==> config.mk <==
export PLATFORM = sky130hd
export DESIGN_NAME = biquad_lowpass_filter_flat
export DESIGN_NICKNAME = d
export VERILOG_FILES = /design/src/hdl/bqf_pkg.sv /design/src/hdl/bqf_in_if.sv /design/src/hdl/bqf_out_if.sv /design/src/hdl/bqf_serial_mul.sv /design/src/hdl/biquad_lowpass_filter.sv /design/src/flat_wrapper.sv
export SDC_FILE = /design/constraint.sdc
export NUM_CORES = 2
export LEC_CHECK = 0
export BUFFER_PORTS_ARGS = -buffer_cell sky130_fd_sc_hd__buf_2
export CAP_MARGIN = 0
export CORE_MARGIN = 2
export CORE_UTILIZATION = 50
export CTS_CLUSTER_DIAMETER = 200
export DETAILED_ROUTE_END_ITERATION = 12
export PLACE_DENSITY_LB_ADDON = 0.1
export SLEW_MARGIN = 20
export SYNTH_ARGS = -nofsm -noshare
export SYNTH_HDL_FRONTEND = slang
export SYNTH_SLANG_ARGS = --single-unit
==> constraint.sdc <==
create_clock -name clk -period 12.7 [get_ports clk]
set_input_delay 2.54 -clock clk [delete_from_list [all_inputs] [get_ports clk]]
set_output_delay 2.54 -clock clk [all_outputs]
set_load 0.1 [all_outputs]
==> src/hdl/bqf_pkg.sv <==
// ----------------------------------------------------------------------------
// bqf_pkg: shared types and constants for the biquad low-pass filter
// Field widths, fixed-point formats, register map and reset values.
// ----------------------------------------------------------------------------
package bqf_pkg;

    // Field widths
    localparam int SAMPLE_W = 32;   // signed Q16.16
    localparam int COEF_W   = 32;   // signed Q2.30
    localparam int SCALE_W  = 48;   // unsigned Q32.16

    // Fraction bits dropped when narrowing
    localparam int COEF_FRAC  = 30;
    localparam int SCALE_FRAC = 16;

    // Configuration port
    localparam int CFG_DATA_W  = 64;
    localparam int CFG_ADDR_W  = 6;
    localparam int CFG_IDX_LSB = 3;
    localparam int CFG_IDX_W   = 3;

    // Register reset values
    localparam logic [COEF_W-1:0]  COEF_ONE  = 32'h4000_0000;
    localparam logic [SCALE_W-1:0] SCALE_ONE = 48'h0000_0001_0000;

    typedef logic signed [SAMPLE_W-1:0] sample_t;
    typedef logic signed [COEF_W-1:0]   coef_t;

    // Register index (byte address / 8)
    typedef enum logic [CFG_IDX_W-1:0] {
        REG_B0    = 3'd0,
        REG_B1    = 3'd1,
        REG_B2    = 3'd2,
        REG_A1    = 3'd3,
        REG_A2    = 3'd4,
        REG_SCALE = 3'd5
    } cfg_reg_t;

endpackage

==> src/hdl/bqf_in_if.sv <==
// ----------------------------------------------------------------------------
// bqf_in_if: input request channel of the biquad filter
// Valid/ready handshake carrying the command and the input sample.
// ----------------------------------------------------------------------------
interface bqf_in_if
    import bqf_pkg::*;
();

    logic    valid;
    logic    ready;
    logic    cmd;
    sample_t sample;

    modport source (output valid, output cmd, output sample, input ready);
    modport sink   (input valid, input cmd, input sample, output ready);

endinterface

==> src/hdl/bqf_out_if.sv <==
// ----------------------------------------------------------------------------
// bqf_out_if: result request channel of the biquad filter
// Valid/ready handshake carrying the filtered sample and warm-up flag.
// ----------------------------------------------------------------------------
interface bqf_out_if
    import bqf_pkg::*;
();

    logic    valid;
    logic    ready;
    sample_t filtered;
    logic    warming_up;

    modport source (output valid, output filtered, output warming_up, input ready);
    modport sink   (input valid, input filtered, input warming_up, output ready);

endinterface

==> src/hdl/bqf_serial_mul.sv <==
// ----------------------------------------------------------------------------
// bqf_serial_mul: bit-serial signed multiplier
// Consumes the serial operand one bit per cycle from a shift register and
// adds the parallel operand into a right-shifting partial product.
// ----------------------------------------------------------------------------
module bqf_serial_mul
    import bqf_pkg::*;
#(
    parameter int PAR_W = 49
)(
    input  logic                       clk,
    input  logic                       rst_n,
    input  logic                       start,
    input  logic signed [COEF_W-1:0]   ser_in,
    input  logic signed [PAR_W-1:0]    par_in,
    output logic                       done,
    output logic signed [PAR_W+COEF_W:0] product
);

    localparam int CNT_W = $clog2(COEF_W);

    logic signed [PAR_W:0]   hi_reg;
    logic        [COEF_W-1:0] lo_reg;
    logic signed [PAR_W-1:0] b_reg;
    logic [CNT_W-1:0]        cnt_reg;
    logic                    busy_reg;
    logic                    done_reg;

    logic                    last_bit;
    logic signed [PAR_W:0]   b_ext;
    logic signed [PAR_W:0]   addend;
    logic signed [PAR_W:0]   sum;

    // Partial product step; the sign bit of the serial operand weighs negative
    always_comb
    begin
        last_bit = (cnt_reg == CNT_W'(COEF_W - 1));
        b_ext    = {b_reg[PAR_W-1], b_reg};
        if (!lo_reg[0])
            addend = '0;
        else if (last_bit)
            addend = -b_ext;
        else
            addend = b_ext;
        sum = hi_reg + addend;
    end

    // Control
    always_ff @(posedge clk or negedge rst_n)
    begin
        if (!rst_n)
        begin
            cnt_reg  <= '0;
            busy_reg <= 1'b0;
            done_reg <= 1'b0;
        end
        else if (start)
        begin
            cnt_reg  <= '0;
            busy_reg <= 1'b1;
            done_reg <= 1'b0;
        end
        else if (busy_reg)
        begin
            cnt_reg <= cnt_reg + CNT_W'(1);
            if (last_bit)
            begin
                busy_reg <= 1'b0;
                done_reg <= 1'b1;
            end
        end
        else
        begin
            done_reg <= 1'b0;
        end
    end

    // Datapath shift registers
    always_ff @(posedge clk)
    begin
        if (start)
        begin
            hi_reg <= '0;
            lo_reg <= ser_in;
            b_reg  <= par_in;
        end
        else if (busy_reg)
        begin
            hi_reg <= {sum[PAR_W], sum[PAR_W:1]};
            lo_reg <= {sum[0], lo_reg[COEF_W-1:1]};
        end
    end

    assign done    = done_reg;
    assign product = {hi_reg, lo_reg};

endmodule

==> src/hdl/biquad_lowpass_filter.sv <==
// ----------------------------------------------------------------------------
// biquad_lowpass_filter: second-order direct form II low-pass biquad
// Q16.16 samples, Q2.30 coefficients, one shared bit-serial multiplier.
// ----------------------------------------------------------------------------
//  channel   dir  handshake          payload
//  din       in   valid / ready      cmd, sample
//  dout      out  valid / ready      filtered, warming_up
//  apb       in   psel/penable/...   paddr, pwdata, prdata (8-byte stride)
//
//  Each product runs through the 32-step bit-serial multiplier, five per
//  request plus one more for the preload. One request is in work at a
//  time; the next is accepted while a result still waits in the output
//  register, and work stalls at the end until it is taken. Reset clears
//  the delays and warm-up count, sets b0 and the scale register to one and
//  clears the other coefficients.
// ----------------------------------------------------------------------------
module biquad_lowpass_filter
    import bqf_pkg::*;
#(
    parameter int WARMUP_SAMPLES = 5,
    parameter int DELAY_WIDTH    = 48
)(
    input  logic                  clk,
    input  logic                  rst_n,
    bqf_in_if.sink                din,
    bqf_out_if.source             dout,
    input  logic                  psel,
    input  logic                  penable,
    input  logic                  pwrite,
    input  logic [CFG_ADDR_W-1:0] paddr,
    input  logic [CFG_DATA_W-1:0] pwdata,
    output logic [CFG_DATA_W-1:0] prdata,
    output logic                  pready
);

    localparam int PAR_W  = ((DELAY_WIDTH > SCALE_W) ? DELAY_WIDTH : SCALE_W) + 1;
    localparam int PROD_W = PAR_W + COEF_W + 1;
    localparam int ACC_W  = PROD_W + 2;
    localparam int WC_W   = (WARMUP_SAMPLES > 0) ? $clog2(WARMUP_SAMPLES + 1) : 1;

    localparam logic signed [ACC_W-1:0] HALF_COEF =
        {{(ACC_W-COEF_FRAC){1'b0}}, 1'b1, {(COEF_FRAC-1){1'b0}}};
    localparam logic signed [ACC_W-1:0] HALF_SCALE =
        {{(ACC_W-SCALE_FRAC){1'b0}}, 1'b1, {(SCALE_FRAC-1){1'b0}}};

    typedef enum logic [2:0] {
        S_IDLE,
        S_START,
        S_MUL,
        S_ACC,
        S_NARROW_W,
        S_DONE
    } state_t;

    typedef enum logic [2:0] {
        ST_PRE,
        ST_A1,
        ST_A2,
        ST_B0,
        ST_B1,
        ST_B2
    } step_t;

    // Saturate a rounded accumulator to the delay width
    function automatic logic [DELAY_WIDTH-1:0] sat_delay(input logic [ACC_W-1:0] v);
        logic fits;
        fits = (&v[ACC_W-1:DELAY_WIDTH-1]) || !(|v[ACC_W-1:DELAY_WIDTH-1]);
        if (fits)
            return v[DELAY_WIDTH-1:0];
        else if (v[ACC_W-1])
            return {1'b1, {(DELAY_WIDTH-1){1'b0}}};
        else
            return {1'b0, {(DELAY_WIDTH-1){1'b1}}};
    endfunction

    // Saturate a rounded accumulator to the sample width
    function automatic logic [SAMPLE_W-1:0] sat_out(input logic [ACC_W-1:0] v);
        logic fits;
        fits = (&v[ACC_W-1:SAMPLE_W-1]) || !(|v[ACC_W-1:SAMPLE_W-1]);
        if (fits)
            return v[SAMPLE_W-1:0];
        else if (v[ACC_W-1])
            return {1'b1, {(SAMPLE_W-1){1'b0}}};
        else
            return {1'b0, {(SAMPLE_W-1){1'b1}}};
    endfunction

    // Configuration registers
    coef_t              coef_b0_reg, coef_b1_reg, coef_b2_reg, coef_a1_reg, coef_a2_reg;
    logic [SCALE_W-1:0] reset_scale_reg;

    // Engine state
    state_t                        state_reg;
    step_t                         step_reg;
    sample_t                       x_reg;
    logic signed [ACC_W-1:0]       acc_reg;
    logic signed [DELAY_WIDTH-1:0] delay_one_reg, delay_two_reg, w0_reg;
    logic [WC_W-1:0]               warm_cnt_reg;
    logic                          out_valid_reg;
    sample_t                       filtered_reg;
    logic                          warming_reg;

    // Multiplier hookup
    logic                     mul_start;
    logic                     mul_done;
    logic signed [COEF_W-1:0] mul_ser;
    logic signed [PAR_W-1:0]  mul_par;
    logic signed [PROD_W-1:0] mul_prod;

    logic                     in_accept;
    logic                     cfg_we;
    logic                     cfg_hit;
    logic [CFG_IDX_W-1:0]     cfg_idx;
    logic signed [ACC_W-1:0]  prod_ext;
    logic signed [ACC_W-1:0]  x_acc;
    logic signed [ACC_W-1:0]  pre_shifted;
    logic signed [ACC_W-1:0]  acc_shifted;
    logic [DELAY_WIDTH-1:0]   pre_sat;
    logic [DELAY_WIDTH-1:0]   w0_sat;
    logic [SAMPLE_W-1:0]      y_sat;
    logic                     warm;

    // Handshake and register decode
    assign in_accept = din.valid && din.ready;
    assign din.ready = (state_reg == S_IDLE);
    assign cfg_we    = psel && penable && pwrite;
    assign cfg_idx   = paddr[CFG_IDX_LSB+CFG_IDX_W-1:CFG_IDX_LSB];
    assign cfg_hit   = (cfg_idx <= REG_SCALE);
    assign pready    = 1'b1;

    // Configuration write
    always_ff @(posedge clk or negedge rst_n)
    begin
        if (!rst_n)
        begin
            coef_b0_reg     <= COEF_ONE;
            coef_b1_reg     <= '0;
            coef_b2_reg     <= '0;
            coef_a1_reg     <= '0;
            coef_a2_reg     <= '0;
            reset_scale_reg <= SCALE_ONE;
        end
        else if (cfg_we)
        begin
            unique case (cfg_reg_t'(cfg_idx))
                REG_B0:    coef_b0_reg     <= pwdata[COEF_W-1:0];
                REG_B1:    coef_b1_reg     <= pwdata[COEF_W-1:0];
                REG_B2:    coef_b2_reg     <= pwdata[COEF_W-1:0];
                REG_A1:    coef_a1_reg     <= pwdata[COEF_W-1:0];
                REG_A2:    coef_a2_reg     <= pwdata[COEF_W-1:0];
                REG_SCALE: reset_scale_reg <= pwdata[SCALE_W-1:0];
                default:   ;
            endcase
        end
    end

    // Register read-back
    always_comb
    begin
        unique case (cfg_reg_t'(cfg_idx))
            REG_B0:    prdata = {{(CFG_DATA_W-COEF_W){1'b0}}, coef_b0_reg};
            REG_B1:    prdata = {{(CFG_DATA_W-COEF_W){1'b0}}, coef_b1_reg};
            REG_B2:    prdata = {{(CFG_DATA_W-COEF_W){1'b0}}, coef_b2_reg};
            REG_A1:    prdata = {{(CFG_DATA_W-COEF_W){1'b0}}, coef_a1_reg};
            REG_A2:    prdata = {{(CFG_DATA_W-COEF_W){1'b0}}, coef_a2_reg};
            REG_SCALE: prdata = {{(CFG_DATA_W-SCALE_W){1'b0}}, reset_scale_reg};
            default:   prdata = '0;
        endcase
    end

    // Operand select for the current product
    always_comb
    begin
        unique case (step_reg)
            ST_PRE:
            begin
                mul_ser = x_reg;
                mul_par = {{(PAR_W-SCALE_W){1'b0}}, reset_scale_reg};
            end
            ST_A1:
            begin
                mul_ser = coef_a1_reg;
                mul_par = {{(PAR_W-DELAY_WIDTH){delay_one_reg[DELAY_WIDTH-1]}}, delay_one_reg};
            end
            ST_A2:
            begin
                mul_ser = coef_a2_reg;
                mul_par = {{(PAR_W-DELAY_WIDTH){delay_two_reg[DELAY_WIDTH-1]}}, delay_two_reg};
            end
            ST_B0:
            begin
                mul_ser = coef_b0_reg;
                mul_par = {{(PAR_W-DELAY_WIDTH){w0_reg[DELAY_WIDTH-1]}}, w0_reg};
            end
            ST_B1:
            begin
                mul_ser = coef_b1_reg;
                mul_par = {{(PAR_W-DELAY_WIDTH){delay_one_reg[DELAY_WIDTH-1]}}, delay_one_reg};
            end
            ST_B2:
            begin
                mul_ser = coef_b2_reg;
                mul_par = {{(PAR_W-DELAY_WIDTH){delay_two_reg[DELAY_WIDTH-1]}}, delay_two_reg};
            end
            default:
            begin
                mul_ser = coef_b2_reg;
                mul_par = {{(PAR_W-DELAY_WIDTH){delay_two_reg[DELAY_WIDTH-1]}}, delay_two_reg};
            end
        endcase
    end

    assign mul_start = (state_reg == S_START);

    bqf_serial_mul #(
        .PAR_W (PAR_W)
    ) u_mul (
        .clk     (clk),
        .rst_n   (rst_n),
        .start   (mul_start),
        .ser_in  (mul_ser),
        .par_in  (mul_par),
        .done    (mul_done),
        .product (mul_prod)
    );

    // Rounding (add half, arithmetic shift) and saturation
    always_comb
    begin
        prod_ext    = {{(ACC_W-PROD_W){mul_prod[PROD_W-1]}}, mul_prod};
        x_acc       = {{(ACC_W-SAMPLE_W-COEF_FRAC){din.sample[SAMPLE_W-1]}},
                       din.sample, {COEF_FRAC{1'b0}}};
        pre_shifted = (prod_ext + HALF_SCALE) >>> SCALE_FRAC;
        acc_shifted = (acc_reg + HALF_COEF) >>> COEF_FRAC;
        pre_sat     = sat_delay(pre_shifted);
        w0_sat      = sat_delay(acc_shifted);
        y_sat       = sat_out(acc_shifted);
        warm        = (warm_cnt_reg < WC_W'(WARMUP_SAMPLES));
    end

    // Sequencer, delays and output register
    always_ff @(posedge clk or negedge rst_n)
    begin
        if (!rst_n)
        begin
            state_reg     <= S_IDLE;
            step_reg      <= ST_A1;
            x_reg         <= '0;
            acc_reg       <= '0;
            w0_reg        <= '0;
            delay_one_reg <= '0;
            delay_two_reg <= '0;
            warm_cnt_reg  <= '0;
            out_valid_reg <= 1'b0;
            filtered_reg  <= '0;
            warming_reg   <= 1'b0;
        end
        else
        begin
            if (dout.valid && dout.ready)
                out_valid_reg <= 1'b0;

            unique case (state_reg)
                S_IDLE:
                begin
                    if (in_accept)
                    begin
                        x_reg     <= din.sample;
                        acc_reg   <= x_acc;
                        step_reg  <= din.cmd ? ST_PRE : ST_A1;
                        state_reg <= S_START;
                    end
                end
                S_START:
                begin
                    state_reg <= S_MUL;
                end
                S_MUL:
                begin
                    if (mul_done)
                        state_reg <= S_ACC;
                end
                S_ACC:
                begin
                    case (step_reg)
                        ST_PRE:
                        begin
                            delay_one_reg <= pre_sat;
                            delay_two_reg <= pre_sat;
                            step_reg      <= ST_A1;
                            state_reg     <= S_START;
                        end
                        ST_A1:
                        begin
                            acc_reg   <= acc_reg - prod_ext;
                            step_reg  <= ST_A2;
                            state_reg <= S_START;
                        end
                        ST_A2:
                        begin
                            acc_reg   <= acc_reg - prod_ext;
                            state_reg <= S_NARROW_W;
                        end
                        ST_B0:
                        begin
                            acc_reg   <= acc_reg + prod_ext;
                            step_reg  <= ST_B1;
                            state_reg <= S_START;
                        end
                        ST_B1:
                        begin
                            acc_reg   <= acc_reg + prod_ext;
                            step_reg  <= ST_B2;
                            state_reg <= S_START;
                        end
                        default:
                        begin
                            acc_reg   <= acc_reg + prod_ext;
                            state_reg <= S_DONE;
                        end
                    endcase
                end
                S_NARROW_W:
                begin
                    w0_reg    <= w0_sat;
                    acc_reg   <= '0;
                    step_reg  <= ST_B0;
                    state_reg <= S_START;
                end
                S_DONE:
                begin
                    // Wait until the output register is free
                    if (!out_valid_reg || dout.ready)
                    begin
                        delay_two_reg <= delay_one_reg;
                        delay_one_reg <= w0_reg;
                        out_valid_reg <= 1'b1;
                        if (warm)
                        begin
                            filtered_reg <= x_reg;
                            warming_reg  <= 1'b1;
                            warm_cnt_reg <= warm_cnt_reg + WC_W'(1);
                        end
                        else
                        begin
                            filtered_reg <= y_sat;
                            warming_reg  <= 1'b0;
                        end
                        state_reg <= S_IDLE;
                    end
                end
                default:
                begin
                    state_reg <= S_IDLE;
                end
            endcase

            // A write to a mapped register clears the delays
            if (cfg_we && cfg_hit)
            begin
                delay_one_reg <= '0;
                delay_two_reg <= '0;
            end
        end
    end

    assign dout.valid      = out_valid_reg;
    assign dout.filtered   = filtered_reg;
    assign dout.warming_up = warming_reg;

`ifndef SYNTH
    // Multiplier finishes only while the sequencer waits for it
    a_mul_done_in_mul: assert property (@(posedge clk) disable iff (!rst_n)
        mul_done |-> (state_reg == S_MUL))
        else $error("multiplier done outside of multiply state");

    // A new result only comes out of the final step
    a_result_from_done: assert property (@(posedge clk) disable iff (!rst_n)
        $rose(dout.valid) |-> $past(state_reg == S_DONE))
        else $error("result raised outside of final step");

    // Warm-up counter saturates
    a_warm_bound: assert property (@(posedge clk) disable iff (!rst_n)
        warm_cnt_reg <= WC_W'(WARMUP_SAMPLES))
        else $error("warm-up counter past its limit");

    // A write to a mapped register leaves both delays cleared
    a_cfg_clears: assert property (@(posedge clk) disable iff (!rst_n)
        (cfg_we && cfg_hit) |=> (delay_one_reg == '0 && delay_two_reg == '0))
        else $error("delays not cleared by register write");
`endif

endmodule
==> src/flat_wrapper.sv <==
// flat-port wrapper written by rule: the top's interface ports become plain ports
module biquad_lowpass_filter_flat import bqf_pkg::*;
#(
    parameter int WARMUP_SAMPLES = 5,
    parameter int DELAY_WIDTH    = 48
)
  (clk, rst_n, psel, penable, pwrite, paddr, pwdata, prdata, pready, din_valid, din_cmd, din_sample, din_ready, dout_valid, dout_filtered, dout_warming_up, dout_ready);
  bqf_in_if din_i ();
  bqf_out_if dout_i ();
  input  logic clk;
  input  logic rst_n;
  input  logic psel;
  input  logic penable;
  input  logic pwrite;
  input  logic [CFG_ADDR_W-1:0] paddr;
  input  logic [CFG_DATA_W-1:0] pwdata;
  output logic [CFG_DATA_W-1:0] prdata;
  output logic pready;
  input wire logic [$bits(din_i.valid)-1:0] din_valid;
  input wire logic [$bits(din_i.cmd)-1:0] din_cmd;
  input wire logic [$bits(din_i.sample)-1:0] din_sample;
  output wire logic [$bits(din_i.ready)-1:0] din_ready;
  output wire logic [$bits(dout_i.valid)-1:0] dout_valid;
  output wire logic [$bits(dout_i.filtered)-1:0] dout_filtered;
  output wire logic [$bits(dout_i.warming_up)-1:0] dout_warming_up;
  input wire logic [$bits(dout_i.ready)-1:0] dout_ready;
  assign din_i.valid = din_valid;
  assign din_i.cmd = din_cmd;
  assign din_i.sample = din_sample;
  assign din_ready = din_i.ready;
  assign dout_valid = dout_i.valid;
  assign dout_filtered = dout_i.filtered;
  assign dout_warming_up = dout_i.warming_up;
  assign dout_i.ready = dout_ready;
  biquad_lowpass_filter #(.WARMUP_SAMPLES(WARMUP_SAMPLES), .DELAY_WIDTH(DELAY_WIDTH)) u_core (.clk(clk), .rst_n(rst_n), .din(din_i), .dout(dout_i), .psel(psel), .penable(penable), .pwrite(pwrite), .paddr(paddr), .pwdata(pwdata), .prdata(prdata), .pready(pready));
endmodule
==> impl_metrics.env <==
export IMPL_status="finished, final reports clean"
export IMPL_path_max_fanout=43
export IMPL_crit_type="reg2reg"
export IMPL_grt_pass1_wl_microns=233000
export IMPL_syn_inst=4736
export IMPL_largest_reg_flops=84
export IMPL_syn2layout_area_growth_pct=10.0
export IMPL_synthArstFlopShare_pct=79.9
export IMPL_crit_arrival_ns=8.31
export IMPL_drcViolationCount=0
export IMPL_cts_tree="built"
export IMPL_row_count=108
export IMPL_whs_ns=0.480
export IMPL_syn_mean_instance_area_sq_um=9.18
export IMPL_grtUsageTotal_pct=34.2
export IMPL_critPathLaunchType="register"
export IMPL_fmax_mhz=128
export IMPL_clockBufferDepth=3
export IMPL_layout_setup_ws_ns=4.90
export IMPL_fin_crit_sh_pct=61.4
export IMPL_drtAntennaViolNets=0
export IMPL_layout_commonest_cell="dfrtp_1"
export IMPL_first_iter_violations=3887
export IMPL_cts_root_buf="clkbuf_16"
export IMPL_fp_coreArea_sq_um=86500
export IMPL_cp_end_kind="register"
export IMPL_cts_max_level=3
export IMPL_first_pass_iters=6
export IMPL_cap_violations=0
export IMPL_p_sw_share_pct=50.3
export IMPL_max_vdd_ir_drop_uv=209
export IMPL_grt_max_degree=150
export IMPL_fp_dieArea_sq_um=89300
export IMPL_synth_cell_types=93
export IMPL_layout_common_cells="dfrtp_1 (512), nand2_1 (353), nor2_1 (336), a21oi_1 (323), mux2_2 (295)"
export IMPL_routed_wl_microns=156000
export IMPL_synth_top_flop_cell="dfrtp_1"
export IMPL_setup_violations=0
export IMPL_grt_overflow=0
export IMPL_drive_gt1_share_pct=16.4
export IMPL_fp_dieW_microns=299
export IMPL_gp_congestion=1.00
export IMPL_die_y_microns=299
export IMPL_finalSetupTns_ns=0
export IMPL_drv_slew=0
export IMPL_vias_per_cell=6.49
export IMPL_cts_buffers=78
export IMPL_ctsHoldBuffers=0
export IMPL_clock_latency_ns=0.67
export IMPL_tightestPinTransition_ns=1.19
export IMPL_synth_edff_count=81
export IMPL_p_seq_share_pct=26.1
export IMPL_initial_utilization_pct=50.3
export IMPL_power_frac_comb_pct=59.0
export IMPL_cts_sinks=648
export IMPL_yosysWarnings=0
export IMPL_finClkSkew_ns=0.0386
export IMPL_ys_seq_area_share_pct=37.7
export IMPL_ctsResizeCount=0
export IMPL_post_drt_wl_per_cell_microns=26.4
export IMPL_io_pin_count=210
export IMPL_power_density_nw_per_um2=331
export IMPL_synth_area_sq_um=43500
export IMPL_relSlewSlack_pct=20.0
export IMPL_final_hold_violation_count=0
export IMPL_ys_ff_latch=648
export IMPL_dp_hpwl_microns=112000
export IMPL_grt_pass1_vias=36100
export IMPL_crit_required_ns=13.21
export IMPL_nets=4957
export IMPL_pre_cts_slack_ns=5.32
export IMPL_hold_class="reg2reg"
export IMPL_clkSlewWorstSetupHoldPaths_ns=0.06
export IMPL_power_switching_mw=7.98
export IMPL_port_buffers=173
export IMPL_vias=38500
export IMPL_rsz0062_at_grt="no"
export IMPL_leakage_nw=20.3
export IMPL_power_internal_mw=7.87
export IMPL_finalCriticalPeriod_ns=7.80
export IMPL_cts_setup_buffers=0
export IMPL_pwr_share_clk_pct=14.9
export IMPL_grt_antenna_before_repair=8
## worst max-delay path, cell delays in order (launching register included)
cell and delay, ns:
edfxtp_1 0.49, buf_4 0.25, clkinv_1 0.07, buf_4 0.44, ha_1 0.29, nand3b_1 0.15
nand2b_1 0.28, nor4_1 0.22, nand2_1 0.18, nor3_1 0.74, a21oi_1 0.31, nor2_1 0.60
o21ai_0 0.24, xnor2_1 0.21, ha_1 0.41, nand2_1 0.12, nor4_1 0.56, nor4b_1 0.43
nand2_1 0.08, o21ai_0 0.48, a31oi_1 0.25, o41ai_1 0.40, a21oi_1 0.15, xnor2_1 0.14
a21oi_1 0.08
## power groups by stage
| stage | Combinational, mW | Clock (mW) | Sequential (mW) |
|---|---|---|---|
| global placement | 9.09 | 0 | 4.12 |
| detailed placement | 9.13 | 0 | 4.13 |
| floorplan | 6.87 | 0 | 3.62 |
| CTS | 9.21 | 2.39 | 4.10 |
| finish | 9.36 | 2.35 | 4.14 |
| global route | 10.1 | 2.47 | 4.20 |
## layout make-up
cell class,instances,area (sq um)
Clock buffer,111,2230
Sequential cell,648,16400
Multi-Input combinational cell,3649,25500
Clock inverter,34,462
Antenna cell,6,15.0
Fill cell,7917,38700
Tap cell,1155,1450
Inverter,82,310
Timing Repair Buffer,246,1450
## metrics by stage
step | instance area, sq um | utilization (%) | power, mW | cells
floorplan | 43500 | - | 10.5 | 4751
global placement | 45100 | 52.2 | 13.2 | 5780
detailed placement | 45100 | 52.2 | 13.3 | 5780
CTS | 47800 | 55.3 | 15.7 | 5925
global route | 47800 | 55.3 | 16.8 | 5925
finish | 47800 | 55.3 | 15.8 | 5931
## Yosys cell counts (all sizes together), types with 123 or more instances
| master | number | area [sq um] |
|---|---|---|
| a21oi | 328 | 1650 |
| clkbuf | 311 | 1170 |
| dfrtp | 515 | 12900 |
| ha | 140 | 1750 |
| mux2 | 295 | 3320 |
| nand2 | 357 | 1340 |
| nand2b | 123 | 769 |
| nand3 | 183 | 916 |
| nor2 | 342 | 1280 |
| o21ai | 294 | 1480 |
| xnor2 | 165 | 1450 |
| xor2 | 187 | 1640 |
## final timing paths
path	from	endpoint	slack, ns	depth (start not counted)
max	u_core.u_mul.lo_reg[0]$_DFFE_PP_	u_core.acc_reg[83]$_DFFE_PN0P_	4.90	24
min	u_core.dout.filtered[11]$_DFFE_PN0P_	u_core.dout.filtered[11]$_DFFE_PN0P_	0.48	2
max reg2reg	u_core.u_mul.lo_reg[0]$_DFFE_PP_	u_core.acc_reg[83]$_DFFE_PN0P_	4.90	24
min reg2reg	u_core.dout.filtered[11]$_DFFE_PN0P_	u_core.dout.filtered[11]$_DFFE_PN0P_	0.48	2
max in group asynchronous	rst_n	u_core.coef_a1_reg[30]$_DFFE_PN0P_	8.66	3
min in group asynchronous	rst_n	u_core.warm_cnt_reg[1]$_DFFE_PN0P_	1.89	1
## per-layer routing
layer	up-vias	GRT usage [%]	part of all wire, %
li1	17400	-	-
met1	19200	44.4	40
met2	1518	53.9	45
met3	391	4.90	6.5
met4	12	21.7	7.6
met5	-	0	0.042
## cells by family (layout without fill, tap and decap cells)
family	count (synthesis)	after routing	share of synthesized area [%]
AOI/OAI and AO/OA	1359	1359	20.8
and+or+nand+nor	1418	1418	16.2
xor gates and xnor gates	352	352	7.09
buffers and inverters	454	473	4.18
other	2	23	0.0173
muxes	361	361	9.88
DFF	648	648	37.7
adders and majority gates	142	142	4.12
Power figures use the tool's default switching activity.
